### src/rtl/lrpa_pkg.sv
// ----------------------------------------------------------------------------
// lrpa_pkg
// shared types and constants of the line rasterizer
// ----------------------------------------------------------------------------
package lrpa_pkg;

    localparam int ADDR_W     = 32;
    localparam int COLOR_W    = 24;
    localparam int CFG_IDX_W  = 3;
    localparam int CFG_DATA_W = 32;

    // request codes
    localparam logic REQ_START = 1'b0;
    localparam logic REQ_TICK  = 1'b1;

    // configuration register indexes
    localparam logic [CFG_IDX_W-1:0] CFG_ROW_PITCH   = 3'd0;
    localparam logic [CFG_IDX_W-1:0] CFG_PIXEL_BYTES = 3'd1;
    localparam logic [CFG_IDX_W-1:0] CFG_ORIGIN_X    = 3'd2;
    localparam logic [CFG_IDX_W-1:0] CFG_ORIGIN_Y    = 3'd3;
    localparam logic [CFG_IDX_W-1:0] CFG_FRAME_BASE  = 3'd4;
    localparam logic [CFG_IDX_W-1:0] CFG_LINE_COLOR  = 3'd5;

    typedef struct packed {
        logic [15:0]         row_pitch;
        logic [3:0]          pixel_bytes;
        logic signed [12:0]  origin_x;
        logic signed [12:0]  origin_y;
        logic [ADDR_W-1:0]   frame_base;
        logic [COLOR_W-1:0]  line_color;
    } cfg_t;

    localparam cfg_t CFG_RESET = '{
        row_pitch:   16'd6400,
        pixel_bytes: 4'd4,
        origin_x:    13'sd800,
        origin_y:    13'sd800,
        frame_base:  32'd0,
        line_color:  24'hFFFFFF
    };

endpackage

### src/rtl/lrpa_req_if.sv
// ----------------------------------------------------------------------------
// lrpa_req_if
// request channel: start a line with two endpoints or tick the next pixel
// ----------------------------------------------------------------------------
interface lrpa_req_if #(
    parameter int COORD_BITS = 12
);
    logic                         valid;
    logic                         ready;
    logic                         req_type;
    logic signed [COORD_BITS-1:0] x_start;
    logic signed [COORD_BITS-1:0] y_start;
    logic signed [COORD_BITS-1:0] x_end;
    logic signed [COORD_BITS-1:0] y_end;

    modport source (
        output valid, req_type, x_start, y_start, x_end, y_end,
        input  ready
    );

    modport sink (
        input  valid, req_type, x_start, y_start, x_end, y_end,
        output ready
    );
endinterface

### src/rtl/lrpa_pix_if.sv
// ----------------------------------------------------------------------------
// lrpa_pix_if
// pixel channel: coordinates, frame-buffer address, color and last flag
// ----------------------------------------------------------------------------
interface lrpa_pix_if #(
    parameter int COORD_BITS = 12
);
    logic                              valid;
    logic                              ready;
    logic signed [COORD_BITS-1:0]      pixel_x;
    logic signed [COORD_BITS-1:0]      pixel_y;
    logic [lrpa_pkg::ADDR_W-1:0]       pixel_address;
    logic [lrpa_pkg::COLOR_W-1:0]      color;
    logic                              last;

    modport source (
        output valid, pixel_x, pixel_y, pixel_address, color, last,
        input  ready
    );

    modport sink (
        input  valid, pixel_x, pixel_y, pixel_address, color, last,
        output ready
    );
endinterface

### src/rtl/line_rasterizer_with_pixel_address_unit.sv
// ----------------------------------------------------------------------------
// line_rasterizer_with_pixel_address_unit
// bresenham line engine emitting pixels with frame-buffer byte addresses
// ----------------------------------------------------------------------------
// path: an accepted item passes the core pixel register, then the address unit stages, to the output channel
// throughput: one item per clock while the pixel output is not stalled, set by the bresenham step loop
//   in lrpa_core (error compare, minor step and error update in the same cycle)
// the address unit adds two stages (offset products, then base sum)
// reset: config registers to their defaults, no line active, all stages empty
// ----------------------------------------------------------------------------
module line_rasterizer_with_pixel_address_unit #(
    parameter int COORD_BITS = 12
) (
    input  logic                                clk,
    input  logic                                rst_n,
    lrpa_req_if.sink                            req,
    lrpa_pix_if.source                          pix,
    input  logic                                cfg_we,
    input  logic [lrpa_pkg::CFG_IDX_W-1:0]      cfg_index,
    input  logic [lrpa_pkg::CFG_DATA_W-1:0]     cfg_wdata
);
    import lrpa_pkg::*;

    // configuration registers, to be written only while the block is idle; the block does not enforce it
    cfg_t cfg_reg;

    // core to address unit pixel hand-off
    logic                         px_valid;
    logic signed [COORD_BITS-1:0] px_x;
    logic signed [COORD_BITS-1:0] px_y;
    logic                         px_last;
    logic                         px_ready;

    // register write decode; unknown indexes are dropped
    always_ff @(posedge clk or negedge rst_n)
    begin
        if (!rst_n)
        begin
            cfg_reg <= CFG_RESET;
        end
        else if (cfg_we)
        begin
            unique case (cfg_index)
                CFG_ROW_PITCH:   cfg_reg.row_pitch   <= cfg_wdata[15:0];
                CFG_PIXEL_BYTES: cfg_reg.pixel_bytes <= cfg_wdata[3:0];
                CFG_ORIGIN_X:    cfg_reg.origin_x    <= cfg_wdata[12:0];
                CFG_ORIGIN_Y:    cfg_reg.origin_y    <= cfg_wdata[12:0];
                CFG_FRAME_BASE:  cfg_reg.frame_base  <= cfg_wdata[ADDR_W-1:0];
                CFG_LINE_COLOR:  cfg_reg.line_color  <= cfg_wdata[COLOR_W-1:0];
                default:         cfg_reg             <= cfg_reg;
            endcase
        end
    end

    // stepping engine: start sets up the line and emits the first pixel,
    // each tick while a line is active emits the next one
    lrpa_core #(
        .COORD_BITS (COORD_BITS)
    ) u_core (
        .clk      (clk),
        .rst_n    (rst_n),
        .req      (req),
        .px_valid (px_valid),
        .px_x     (px_x),
        .px_y     (px_y),
        .px_last  (px_last),
        .px_ready (px_ready)
    );

    // address unit: base + pitch * screen row + pixel bytes * screen column
    lrpa_addr #(
        .COORD_BITS (COORD_BITS)
    ) u_addr (
        .clk      (clk),
        .rst_n    (rst_n),
        .cfg      (cfg_reg),
        .px_valid (px_valid),
        .px_x     (px_x),
        .px_y     (px_y),
        .px_last  (px_last),
        .px_ready (px_ready),
        .pix      (pix)
    );

endmodule

### src/rtl/lrpa_core.sv
// ----------------------------------------------------------------------------
// lrpa_core
// bresenham stepping engine: line setup on start, one step per tick
// ----------------------------------------------------------------------------
module lrpa_core #(
    parameter int COORD_BITS = 12
) (
    input  logic                         clk,
    input  logic                         rst_n,
    lrpa_req_if.sink                     req,
    output logic                         px_valid,
    output logic signed [COORD_BITS-1:0] px_x,
    output logic signed [COORD_BITS-1:0] px_y,
    output logic                         px_last,
    input  logic                         px_ready
);
    import lrpa_pkg::*;

    localparam int EW = COORD_BITS + 3;
    localparam logic [COORD_BITS-1:0] ONE = COORD_BITS'(1);

    // line state; positions hold the last emitted pixel, error not yet stepped
    logic                         active_reg;
    logic                         major_is_y_reg;
    logic                         minor_neg_reg;
    logic signed [COORD_BITS-1:0] major_pos_reg;
    logic signed [COORD_BITS-1:0] minor_pos_reg;
    logic [COORD_BITS-1:0]        major_span_reg;
    logic [COORD_BITS-1:0]        minor_span_reg;
    logic signed [EW-1:0]         err_reg;
    logic [COORD_BITS-1:0]        steps_reg;

    logic                         px_valid_reg;
    logic signed [COORD_BITS-1:0] px_x_reg;
    logic signed [COORD_BITS-1:0] px_y_reg;
    logic                         px_last_reg;

    logic accept;
    logic do_start;
    logic do_tick;

    // setup terms
    logic signed [COORD_BITS:0]   dx;
    logic signed [COORD_BITS:0]   dy;
    logic [COORD_BITS:0]          ax_w;
    logic [COORD_BITS:0]          ay_w;
    logic [COORD_BITS-1:0]        ax;
    logic [COORD_BITS-1:0]        ay;
    logic                         st_major_y;
    logic signed [COORD_BITS:0]   md;
    logic signed [COORD_BITS:0]   nd;
    logic                         st_swap;
    logic                         st_minor_neg;
    logic [COORD_BITS-1:0]        st_major_span;
    logic [COORD_BITS-1:0]        st_minor_span;
    logic signed [COORD_BITS-1:0] st_x;
    logic signed [COORD_BITS-1:0] st_y;
    logic signed [EW-1:0]         st_err;

    // step terms
    logic                         step_minor;
    logic signed [COORD_BITS-1:0] adv_minor;
    logic signed [COORD_BITS-1:0] adv_major;
    logic signed [EW-1:0]         adv_err;
    logic [COORD_BITS-1:0]        adv_steps;
    logic signed [EW-1:0]         two_major;
    logic signed [EW-1:0]         two_minor;

    assign req.ready = !px_valid_reg || px_ready;
    assign accept    = req.valid && req.ready;
    assign do_start  = accept && (req.req_type == REQ_START);
    assign do_tick   = accept && (req.req_type == REQ_TICK) && active_reg;

    // line setup
    assign dx   = (COORD_BITS+1)'(req.x_end) - (COORD_BITS+1)'(req.x_start);
    assign dy   = (COORD_BITS+1)'(req.y_end) - (COORD_BITS+1)'(req.y_start);
    assign ax_w = dx[COORD_BITS] ? -dx : dx;
    assign ay_w = dy[COORD_BITS] ? -dy : dy;
    assign ax   = ax_w[COORD_BITS-1:0];
    assign ay   = ay_w[COORD_BITS-1:0];

    assign st_major_y    = !(ax > ay);
    assign md            = st_major_y ? dy : dx;
    assign nd            = st_major_y ? dx : dy;
    assign st_swap       = md[COORD_BITS];
    assign st_minor_neg  = st_swap ? (!nd[COORD_BITS] && (nd != '0)) : nd[COORD_BITS];
    assign st_major_span = st_major_y ? ay : ax;
    assign st_minor_span = st_major_y ? ax : ay;
    assign st_x          = st_swap ? req.x_end : req.x_start;
    assign st_y          = st_swap ? req.y_end : req.y_start;
    assign st_err        = $signed(EW'({st_minor_span, 1'b0}))
                         - $signed(EW'(st_major_span));

    // one bresenham step
    assign two_major  = $signed(EW'({major_span_reg, 1'b0}));
    assign two_minor  = $signed(EW'({minor_span_reg, 1'b0}));
    assign step_minor = err_reg > 0;
    assign adv_minor  = (step_minor && (minor_span_reg != '0))
                      ? (minor_neg_reg ? minor_pos_reg - ONE : minor_pos_reg + ONE)
                      : minor_pos_reg;
    assign adv_major  = major_pos_reg + ONE;
    assign adv_err    = err_reg - (step_minor ? two_major : '0) + two_minor;
    assign adv_steps  = steps_reg - ONE;

    always_ff @(posedge clk or negedge rst_n)
    begin
        if (!rst_n)
        begin
            active_reg     <= 1'b0;
            major_is_y_reg <= 1'b0;
            minor_neg_reg  <= 1'b0;
            major_pos_reg  <= '0;
            minor_pos_reg  <= '0;
            major_span_reg <= '0;
            minor_span_reg <= '0;
            err_reg        <= '0;
            steps_reg      <= '0;
        end
        else if (do_start)
        begin
            active_reg     <= st_major_span != '0;
            major_is_y_reg <= st_major_y;
            minor_neg_reg  <= st_minor_neg;
            major_pos_reg  <= st_major_y ? st_y : st_x;
            minor_pos_reg  <= st_major_y ? st_x : st_y;
            major_span_reg <= st_major_span;
            minor_span_reg <= st_minor_span;
            err_reg        <= st_err;
            steps_reg      <= st_major_span;
        end
        else if (do_tick)
        begin
            active_reg    <= adv_steps != '0;
            major_pos_reg <= adv_major;
            minor_pos_reg <= adv_minor;
            err_reg       <= adv_err;
            steps_reg     <= adv_steps;
        end
    end

    // pixel register
    always_ff @(posedge clk or negedge rst_n)
    begin
        if (!rst_n)
        begin
            px_valid_reg <= 1'b0;
        end
        else if (req.ready)
        begin
            px_valid_reg <= do_start || do_tick;
        end
    end

    always_ff @(posedge clk)
    begin
        if (do_start)
        begin
            px_x_reg    <= st_x;
            px_y_reg    <= st_y;
            px_last_reg <= st_major_span == '0;
        end
        else if (do_tick)
        begin
            px_x_reg    <= major_is_y_reg ? adv_minor : adv_major;
            px_y_reg    <= major_is_y_reg ? adv_major : adv_minor;
            px_last_reg <= adv_steps == '0;
        end
    end

    assign px_valid = px_valid_reg;
    assign px_x     = px_x_reg;
    assign px_y     = px_y_reg;
    assign px_last  = px_last_reg;

endmodule

### src/rtl/lrpa_addr.sv
// ----------------------------------------------------------------------------
// lrpa_addr
// frame-buffer address unit: offset products, then base sum into the output
// ----------------------------------------------------------------------------
module lrpa_addr #(
    parameter int COORD_BITS = 12
) (
    input  logic                         clk,
    input  logic                         rst_n,
    input  lrpa_pkg::cfg_t               cfg,
    input  logic                         px_valid,
    input  logic signed [COORD_BITS-1:0] px_x,
    input  logic signed [COORD_BITS-1:0] px_y,
    input  logic                         px_last,
    output logic                         px_ready,
    lrpa_pix_if.source                   pix
);
    import lrpa_pkg::*;

    // screen position width: world coordinate plus 13-bit origin
    localparam int RW  = ((COORD_BITS > 13) ? COORD_BITS : 13) + 1;
    localparam int RPW = RW + 17;
    localparam int CPW = RW + 5;

    logic signed [RW-1:0]         row_s;
    logic signed [RW-1:0]         col_s;
    logic signed [RPW-1:0]        row_prod;
    logic signed [CPW-1:0]        col_prod;

    logic                         s2_valid_reg;
    logic signed [COORD_BITS-1:0] s2_x_reg;
    logic signed [COORD_BITS-1:0] s2_y_reg;
    logic                         s2_last_reg;
    logic [ADDR_W-1:0]            s2_row_off_reg;
    logic [ADDR_W-1:0]            s2_col_off_reg;

    logic                         out_valid_reg;
    logic signed [COORD_BITS-1:0] out_x_reg;
    logic signed [COORD_BITS-1:0] out_y_reg;
    logic                         out_last_reg;
    logic [ADDR_W-1:0]            out_addr_reg;
    logic [COLOR_W-1:0]           out_color_reg;
    logic [ADDR_W-1:0]            addr_next;

    logic                         s3_ready;

    assign s3_ready = !out_valid_reg || pix.ready;
    assign px_ready = !s2_valid_reg || s3_ready;

    assign row_s    = RW'(px_y) + RW'($signed(cfg.origin_y));
    assign col_s    = RW'(px_x) + RW'($signed(cfg.origin_x));
    assign row_prod = $signed({1'b0, cfg.row_pitch}) * row_s;
    assign col_prod = $signed({1'b0, cfg.pixel_bytes}) * col_s;

    // product stage
    always_ff @(posedge clk or negedge rst_n)
    begin
        if (!rst_n)
        begin
            s2_valid_reg <= 1'b0;
        end
        else if (px_ready)
        begin
            s2_valid_reg <= px_valid;
        end
    end

    always_ff @(posedge clk)
    begin
        if (px_ready && px_valid)
        begin
            s2_x_reg       <= px_x;
            s2_y_reg       <= px_y;
            s2_last_reg    <= px_last;
            s2_row_off_reg <= ADDR_W'(row_prod);
            s2_col_off_reg <= ADDR_W'(col_prod);
        end
    end

    // sum stage, wraps modulo 2^32
    assign addr_next = cfg.frame_base + s2_row_off_reg + s2_col_off_reg;

    always_ff @(posedge clk or negedge rst_n)
    begin
        if (!rst_n)
        begin
            out_valid_reg <= 1'b0;
        end
        else if (s3_ready)
        begin
            out_valid_reg <= s2_valid_reg;
        end
    end

    always_ff @(posedge clk)
    begin
        if (s3_ready && s2_valid_reg)
        begin
            out_x_reg     <= s2_x_reg;
            out_y_reg     <= s2_y_reg;
            out_last_reg  <= s2_last_reg;
            out_addr_reg  <= addr_next;
            out_color_reg <= cfg.line_color;
        end
    end

    assign pix.valid         = out_valid_reg;
    assign pix.pixel_x       = out_x_reg;
    assign pix.pixel_y       = out_y_reg;
    assign pix.last          = out_last_reg;
    assign pix.pixel_address = out_addr_reg;
    assign pix.color         = out_color_reg;

endmodule

### src/flat_wrapper.sv
// flat-port wrapper written by rule: the top's interface ports become plain ports
module line_rasterizer_with_pixel_address_unit_flat import lrpa_pkg::*;
#(
    parameter int COORD_BITS = 12
)
  (clk, rst_n, cfg_we, cfg_index, cfg_wdata, req_valid, req_req_type, req_x_start, req_y_start, req_x_end, req_y_end, req_ready, pix_valid, pix_pixel_x, pix_pixel_y, pix_pixel_address, pix_color, pix_last, pix_ready);
  lrpa_req_if #(.COORD_BITS(COORD_BITS)) req_i ();
  lrpa_pix_if #(.COORD_BITS(COORD_BITS)) pix_i ();
  input  logic clk;
  input  logic rst_n;
  input  logic cfg_we;
  input  logic [lrpa_pkg::CFG_IDX_W-1:0] cfg_index;
  input  logic [lrpa_pkg::CFG_DATA_W-1:0] cfg_wdata;
  input wire logic [$bits(req_i.valid)-1:0] req_valid;
  input wire logic [$bits(req_i.req_type)-1:0] req_req_type;
  input wire logic [$bits(req_i.x_start)-1:0] req_x_start;
  input wire logic [$bits(req_i.y_start)-1:0] req_y_start;
  input wire logic [$bits(req_i.x_end)-1:0] req_x_end;
  input wire logic [$bits(req_i.y_end)-1:0] req_y_end;
  output wire logic [$bits(req_i.ready)-1:0] req_ready;
  output wire logic [$bits(pix_i.valid)-1:0] pix_valid;
  output wire logic [$bits(pix_i.pixel_x)-1:0] pix_pixel_x;
  output wire logic [$bits(pix_i.pixel_y)-1:0] pix_pixel_y;
  output wire logic [$bits(pix_i.pixel_address)-1:0] pix_pixel_address;
  output wire logic [$bits(pix_i.color)-1:0] pix_color;
  output wire logic [$bits(pix_i.last)-1:0] pix_last;
  input wire logic [$bits(pix_i.ready)-1:0] pix_ready;
  assign req_i.valid = req_valid;
  assign req_i.req_type = req_req_type;
  assign req_i.x_start = req_x_start;
  assign req_i.y_start = req_y_start;
  assign req_i.x_end = req_x_end;
  assign req_i.y_end = req_y_end;
  assign req_ready = req_i.ready;
  assign pix_valid = pix_i.valid;
  assign pix_pixel_x = pix_i.pixel_x;
  assign pix_pixel_y = pix_i.pixel_y;
  assign pix_pixel_address = pix_i.pixel_address;
  assign pix_color = pix_i.color;
  assign pix_last = pix_i.last;
  assign pix_i.ready = pix_ready;
  line_rasterizer_with_pixel_address_unit #(.COORD_BITS(COORD_BITS)) u_core (.clk(clk), .rst_n(rst_n), .req(req_i), .pix(pix_i), .cfg_we(cfg_we), .cfg_index(cfg_index), .cfg_wdata(cfg_wdata));
endmodule
### config.mk
export PLATFORM = sky130hd
export DESIGN_NAME = line_rasterizer_with_pixel_address_unit_flat
export DESIGN_NICKNAME = d
export VERILOG_FILES = /design/src/rtl/lrpa_pkg.sv /design/src/rtl/lrpa_req_if.sv /design/src/rtl/lrpa_pix_if.sv /design/src/rtl/line_rasterizer_with_pixel_address_unit.sv /design/src/rtl/lrpa_core.sv /design/src/rtl/lrpa_addr.sv /design/src/flat_wrapper.sv
export SDC_FILE = /design/constraint.sdc
export NUM_CORES = 1
export LEC_CHECK = 0
export BUFFER_PORTS_ARGS = -buffer_cell sky130_fd_sc_hd__buf_2
export CORE_MARGIN = 2
export CORE_UTILIZATION = 47
export DETAILED_ROUTE_END_ITERATION = 10
export GPL_TIMING_DRIVEN = 0
export SLEW_MARGIN = 10
export SYNTH_ARGS = -nofsm -noshare
export SYNTH_HDL_FRONTEND = slang
export SYNTH_SLANG_ARGS = --single-unit
### constraint.sdc
create_clock -name clk -period 18.3 [get_ports clk]
set_input_delay 4.575 -clock clk [delete_from_list [all_inputs] [get_ports clk]]
set_output_delay 4.575 -clock clk [all_outputs]
set_load 0.05 [all_outputs]
## Word level (Yosys, flattened, before mapping)

Index checks and enable logic that the tools add are counted.

- Register bits after elaboration: 364
- Bits in latches: 0
- RAM bits: 0
- Memory bits (read-only): 0
- Bits of input ports: 89
- Output and inout port bits: 83
- Logic and storage cells: 119
- Memories kept: 0

- Add/sub/neg operators: 15
- $mul: 2
- Div/mod/pow operators: 0
- $lt $le $gt $ge: 2
- Eq/ne operators: 5
- Shifts and indexed selects: 0
- Multiplexer cells: 32
- Bitwise gates (word level): 1
- Reduce and logical (&&, ||, !) cells: 31

Operator list:

| kind | number |
|---|---|
| two-way mux 12 bit | 22 |
| adder 32 bit | 2 |
| two-way mux 13 bit | 3 |
| nonzero test 12 bit | 3 |
| multiplier 17 x 14 -> 31 bit | 1 |
| two-way mux 15 bit | 2 |
| adder 12 x 13 -> 14 bit | 2 |
| subtractor 12 x 12 -> 13 bit | 2 |
| adder 12 x 1 -> 12 bit (second input constant) | 2 |
| zero test 12 bit | 2 |
| negator 12 bit | 2 |
| subtractor 12 x 1 -> 12 bit (second input constant) | 2 |
| multiplier 5 x 14 -> 19 bit | 1 |
| adder 15 x 13 -> 15 bit | 1 |
| > comparator 15 x 1 -> 1 bit (second input constant) | 1 |
| subtractor 15 x 13 -> 15 bit | 1 |
| subtractor 13 x 12 -> 14 bit | 1 |
| nonzero test 13 bit | 1 |
| > comparator 12 bit | 1 |
| AND reduction 2 bit | 6 |
| logical AND 1 bit | 8 |
| equality test 3 x 2 -> 1 bit (second input constant) | 2 |
| equality test 3 bit (second input constant) | 2 |
| zero test 1 bit | 5 |
| 6 further kinds | 13 |

## Logic depth before layout (Yosys ltp)

- Depth after elaboration: 9
- Depth in mapped cells: 38
- Mapped depth without buffers: 37

## Modules after synthesis

From an unflattened synthesis, not the netlist that was laid out.

- Cell total of the unflattened synthesis: 3192
- Area total of the unflattened synthesis: 32253.4 um^2

By module, submodules not included:

| module | times used | cells an instance | area each (um^2) | seq. area each (um^2) |
|---|---|---|---|---|
| lrpa_addr | 1 | 1763 | 18228.7 | 4734.5 |
| lrpa_core | 1 | 1210 | 10126.0 | 2727.6 |
| line_rasterizer_with_pixel_address_unit | 1 | 219 | 3898.7 | 2595.0 |

## Least setup slack after synthesis

No wires, ideal clock.

- Kind: input -> register
- From: input req_y_end[0]
- To: register u_core.u_core.err_reg[12]
- Setup time: 0.137 ns
- Data arrival time: 10.464 ns
- Data required time: 18.163 ns
- Slack: 7.700 ns
- Cell stages on the path: 33
- Buffers on the path: 2
- Path through: inv_1 -> ha_1 -> fa_1 -> nor2b_1 -> o211ai_1 -> a21oi_1 -> nor2_1 -> xnor2_1 -> or3_1 -> o21ai_0 -> xnor2_1 -> inv_1 -> ha_1 -> and4_1 -> nand3_1 -> a21o_1 -> a21oi_2 -> clkbuf_1 -> clkbuf_1 -> nand2_1 -> o21ai_0 -> ha_1 -> nor2b_1 -> o21ai_0 -> nand2b_1 -> a21o_1 -> nand2_1 -> a21oi_1 -> o21ai_0 -> a21oi_1 -> o41ai_1 -> xor2_1 -> a21oi_1

- Longest elaborated chain between the ends: 7
- Elaborated cells on any way between the ends: 8
- Those cells by class: add/sub: 3; order compare: 1; mux: 4

Ends and longest elaborated chain:

| what | RTL line | source |
|---|---|---|
| from (decl) | flat_wrapper.sv:19 | `input wire logic [$bits(req_i.y_end)-1:0] req_y_end;` |
| subtractor 12 x 12 -> 13 bit * | lrpa_core.sv:76 | `assign dy = (COORD_BITS+1)'(req.y_end) - (COORD_BITS+1)'(req.y_start);` |
| negator 12 bit | lrpa_core.sv:78 | `assign ay_w = dy[COORD_BITS] ? -dy : dy;` |
| two-way mux 12 bit * | lrpa_core.sv:78 |  |
| > comparator 12 bit | lrpa_core.sv:82 | `assign st_major_y = !(ax > ay);` |
| two-way mux 12 bit * | lrpa_core.sv:88 | `assign st_minor_span = st_major_y ? ax : ay;` |
| net u_core.u_core.st_minor_span[1] | lrpa_core.sv:55 | `logic [COORD_BITS-1:0] st_minor_span;` |
| subtractor 13 x 12 -> 14 bit * | lrpa_core.sv:92 | `- $signed(EW'(st_major_span));` |
| two-way mux 15 bit * | lrpa_core.sv:119 | `else if (do_start)` |
| to (signal assigned) | lrpa_core.sv:128 | `err_reg <= st_err;` |
| to (signal assigned) | lrpa_core.sv:136 | `err_reg <= adv_err;` |
| to (decl) | lrpa_core.sv:30 | `logic signed [EW-1:0] err_reg;` |

Mark *: on every way through the listed nets, which the timed path passes. The rest lies on a longest branch.
A chain may end at the register's enable or synchronous reset.

## Final worst setup path

Same ends and word-level chain as after synthesis.

==> results list <==
* Result of the run: complete, no violations
- After clock tree synthesis, the clock-pin slew on the worst setup and hold paths is 0.06 ns.
- Count of state elements after synthesis: 364
- In this design, the stage delay of the slowest critical-path cell is 0.55 ns.
- Across every metal layer, demand over resource in global routing totals 0.2447.
* Initial antenna violation count: 0
- M3 GR Usage: 0.02971
- The clock drives 364 sinks.
- For the pin with the worst max-slew slack, the measured transition is 1.181 ns.
- Area share of the largest cell type after synthesis: 0.1747
* Slowest cell on the critical path: a221oi_1
- Post-placement setup slack: 5.967 ns
* Count of cell types in the netlist: 92
* Skew final: 0.02201 ns
* Die Y-Extent: 261.3 um
* Number of cells on the worst reg-to-reg path: 34
* Bufs on Longest Clock Path: 3
- Fill cell count: 5912
- Max-cap violations in this run came to 0.
- Average cell area after synthesis: 10.10 um^2
- Share of synthesized registers carrying an async set or reset: 0.5027
- Number of nets in the layout: 3913
- By area the synthesized netlist is led by edfxtp_1, fa_1, dfrtp_1, ha_1, inv_1.
- For this run, global-route usage on met2 was measured as 0.4372.
- Clock tree synthesis selected as its root buffer the cell clkbuf_16.
- For the final routed database, the setup TNS stands at 0 ns.
- Post CTS Setup Buffer Count: 0
* Residual overflow from global routing: 0
* Final count of hold timing violations: 0
- Combined area of all synthesized cells: 31110 um^2
- Setup repair after global routing missed its margin: false
* Pin count of the biggest net entering global routing: 98
- Number of vias in the routed layout: 22651
- After global routing, the most crowded layer is met2.
* Number of top-level pins: 172
* Number of buffers inserted during clock tree synthesis: 41
- Aggregate routed wire length: 81520 um
* Number of synthesized flops with an enable pin: 181
- Post-CTS Hold Fix Bufs: 0
- Cell repeated most along the worst path: o21ai_0
- Max FO, Critical Path: 10
* Required arrival time at the worst endpoint: 18.74 ns
* Endpoint arrival time on the critical path: 12.25 ns
- In this run, the number of DRC markers left after iteration 0 of detailed routing was 1187.
- The region available for standard cell placement spans 65630 um^2.
- Starting Density: 0.4741
- Endpoint of the worst hold path: u_core.u_addr.pix.pixel_y[5]$_DFFE_PP_
- The first detailed-routing pass took 5 iterations.
* Count of nets left with antenna violations after detail routing: 0
* Highest Clock Rate: 84.67 MHz
* Cell type with the highest aggregate area in the netlist: edfxtp_1
* Worst setup SP type: input pin
- TritonCTS built the clock tree.
- The path class of the tightest hold or removal check is reg -> reg.
* Latest clock arrival within the worst-skew pair: 0.59 ns
- RR Endpoint: u_core.u_addr.s2_row_off_reg[29]$_DFFE_PP_
- Across all register-to-register paths, the minimum setup slack is 8.43 ns.
- The first global-routing pass estimated 129900 um of wire.
* Critical Path Source: req_y_end[0]
- The register with the most flip-flops in the layout has 102 of them.
* H-tree levels: 2
* Total half-perimeter wirelength after legalization and detailed placement: 66070 um
- Setup violations remaining at the end of the flow were counted as 0.
- Via count of the first global-routing pass: 23520
- Antenna diode count: 0
- After detailed routing, the number of remaining DRC violations is 0.
- Part of the cycle the worst path needs: 0.6454
* Chip Width: 261.3 um
- Layout Area Growth over Synthesis: 11.14%
- Sequential fraction of the synthesis area: 0.3233
* Number of cells produced by synthesis: 3081
* Layout cell share with drive strength beyond 1: 0.1303
- Syn. warnings: 0
- The worst register-to-register path begins at u_core.u_core.px_y[0]$_DFFE_PP_.
* Routed WL per cell: 19.43 um
- Headroom to the max-slew limit came out at 0.2120.
* Number of buffer cells added on primary ports: 170
- GR met1 Demand/Resource: 0.3020
* Worst path setup slack after routing: 6.489 ns
* Endpoint class of the critical path: flip-flop
- The congestion estimate from routability-driven global placement came to 0.9561.
- Worst Hold Path Cells: 0
* Most used flip-flop cell after synthesis: edfxtp_1
- The routed design could run at a clock period as short as 11.81 ns.
- By startpoint and endpoint, the worst setup path is classified as in -> reg.
- The number of nets in the synthesized netlist is 3695.
* Vias per inst: 5.398
- The number of pins exceeding their max-slew limit in the final report is 0.
- The floorplan has 94 rows.
- Overall die area: 68270 um^2
- In this run the most critical hold path is launched from u_core.u_addr.s2_y_reg[5]$_DFFE_PP_.
- The number of gates resized after CTS was 0.
## metal layers
layer | wire [um] | vias up | share of wire
met1 | 34330 | 11110 | 0.42
li1 | - | 10849 | -
met2 | 40640 | 532 | 0.50
met4 | 3292 | 0 | 0.040
met3 | 3266 | 160 | 0.040
met5 | 0 | - | 0
## per-stage QoR
step / std cells / hold slack [ns] / area (um^2) / util
floorplan: 3081 / 0.4003 / 31110 / -
global placement: 4115 / 0.4048 / 33040 / 0.5035
detailed placement: 4120 / 0.4045 / 33170 / 0.5054
CTS: 4196 / 0.4189 / 34580 / 0.5269
global route: 4196 / 0.4252 / 34580 / 0.5269
finish: 4196 / 0.4185 / 34580 / 0.5269
## cells in the mapped netlist (4+ instances only)
cell type / n
or2_2: 11
xnor2_1: 119
a22oi_1: 4
o21bai_1: 16
or3_1: 9
xor2_1: 54
a221oi_1: 5
nand2b_1: 27
clkbuf_1: 82
edfxtp_1: 181
nand3_1: 40
fa_1: 246
nand4_1: 8
buf_1: 6
nor2_1: 204
dfrtp_1: 149
and3_1: 19
nand3b_1: 4
a21oi_1: 164
inv_1: 388
nand2_1: 257
a31oi_1: 16
o211ai_1: 13
mux2_2: 111
and2_1: 135
nor4_1: 13
a41oi_1: 4
o41ai_1: 7
a211oi_1: 25
ha_1: 279
a21o_1: 52
a21boi_0: 11
buf_2: 4
nor4b_1: 4
nor3b_1: 9
dfstp_2: 34
a31o_2: 8
nor3_1: 39
nor2b_1: 36
mux2i_1: 64
o22ai_1: 4
o31ai_1: 5
o21ai_0: 127
o21a_1: 19
## final cells by class
type | instances | area, um^2 | area share
plain buffers | 95 | 374.1 | 0.01082
multi-input cells | 2233 | 19230 | 0.5563
clock inverters | 22 | 261.5 | 0.007563
repair buffers | 175 | 962.2 | 0.02783
inverters | 389 | 1460 | 0.04223
flip-flops and latches | 364 | 10060 | 0.2909
well taps | 864 | 1081 | 0.03126
clock buffers | 54 | 1146 | 0.03315
## kinds of logic (layout without fill, tap and decap cells)
kind of cell | count (synthesis) | in the layout | share of synthesized area
buffers and inverters | 484 | 735 | 0.05896
AND/OR/NAND/NOR | 838 | 838 | 0.1310
XOR/XNOR | 175 | 175 | 0.04975
adder cells (fa/ha/maj) | 525 | 525 | 0.2705
multiplexers | 176 | 176 | 0.06149
AO/OA/AOI/OAI | 519 | 519 | 0.1050
flip-flops | 364 | 364 | 0.3233
## worst max-delay path by stage
stage / to / cells past startpoint
5_1_grt: u_core.u_core.err_reg[13]$_DFFE_PN0P_ / 29
3_3_place_gp: u_core.u_core.err_reg[12]$_DFFE_PN0P_ / 32
6_report: u_core.u_core.err_reg[12]$_DFFE_PN0P_ / 32
2_1_floorplan: u_core.u_core.err_reg[12]$_DFFE_PN0P_ / 33
3_5_place_dp: u_core.u_core.err_reg[12]$_DFFE_PN0P_ / 32
4_1_cts: u_core.u_core.err_reg[12]$_DFFE_PN0P_ / 32
## critical path: cells and delay by family
family                     cells  cell delay, ns
and+or+nand+nor                6            0.90
xor gates and xnor gates       2            0.58
buffers and inverters          4            0.87
adders and majority gates      4            1.39
AOI/OAI and AO/OA             16            3.93
## placed cells by master, fill, tap and decap left out, types with 25 or more instances in the layout
cell type    n
nor2b_1     36
buf_2      173
nand3_1     40
clkbuf_1    89
nor3_1      38
mux2_2     111
fa_1       246
edfxtp_1   181
xor2_1      54
and2_1     133
inv_1      388
mux2i_1     64
a21oi_1    164
nor2_1     204
a211oi_1    25
clkbuf_16   42
ha_1       279
nand2b_1    27
xnor2_1    119
dfrtp_1    149
nand2_1    257
o21ai_0    127
dfstp_2     34
a21o_1      52
Power is not shown: default switching activity piles up to over one toggle a cycle in this logic, so the estimate is an artifact.
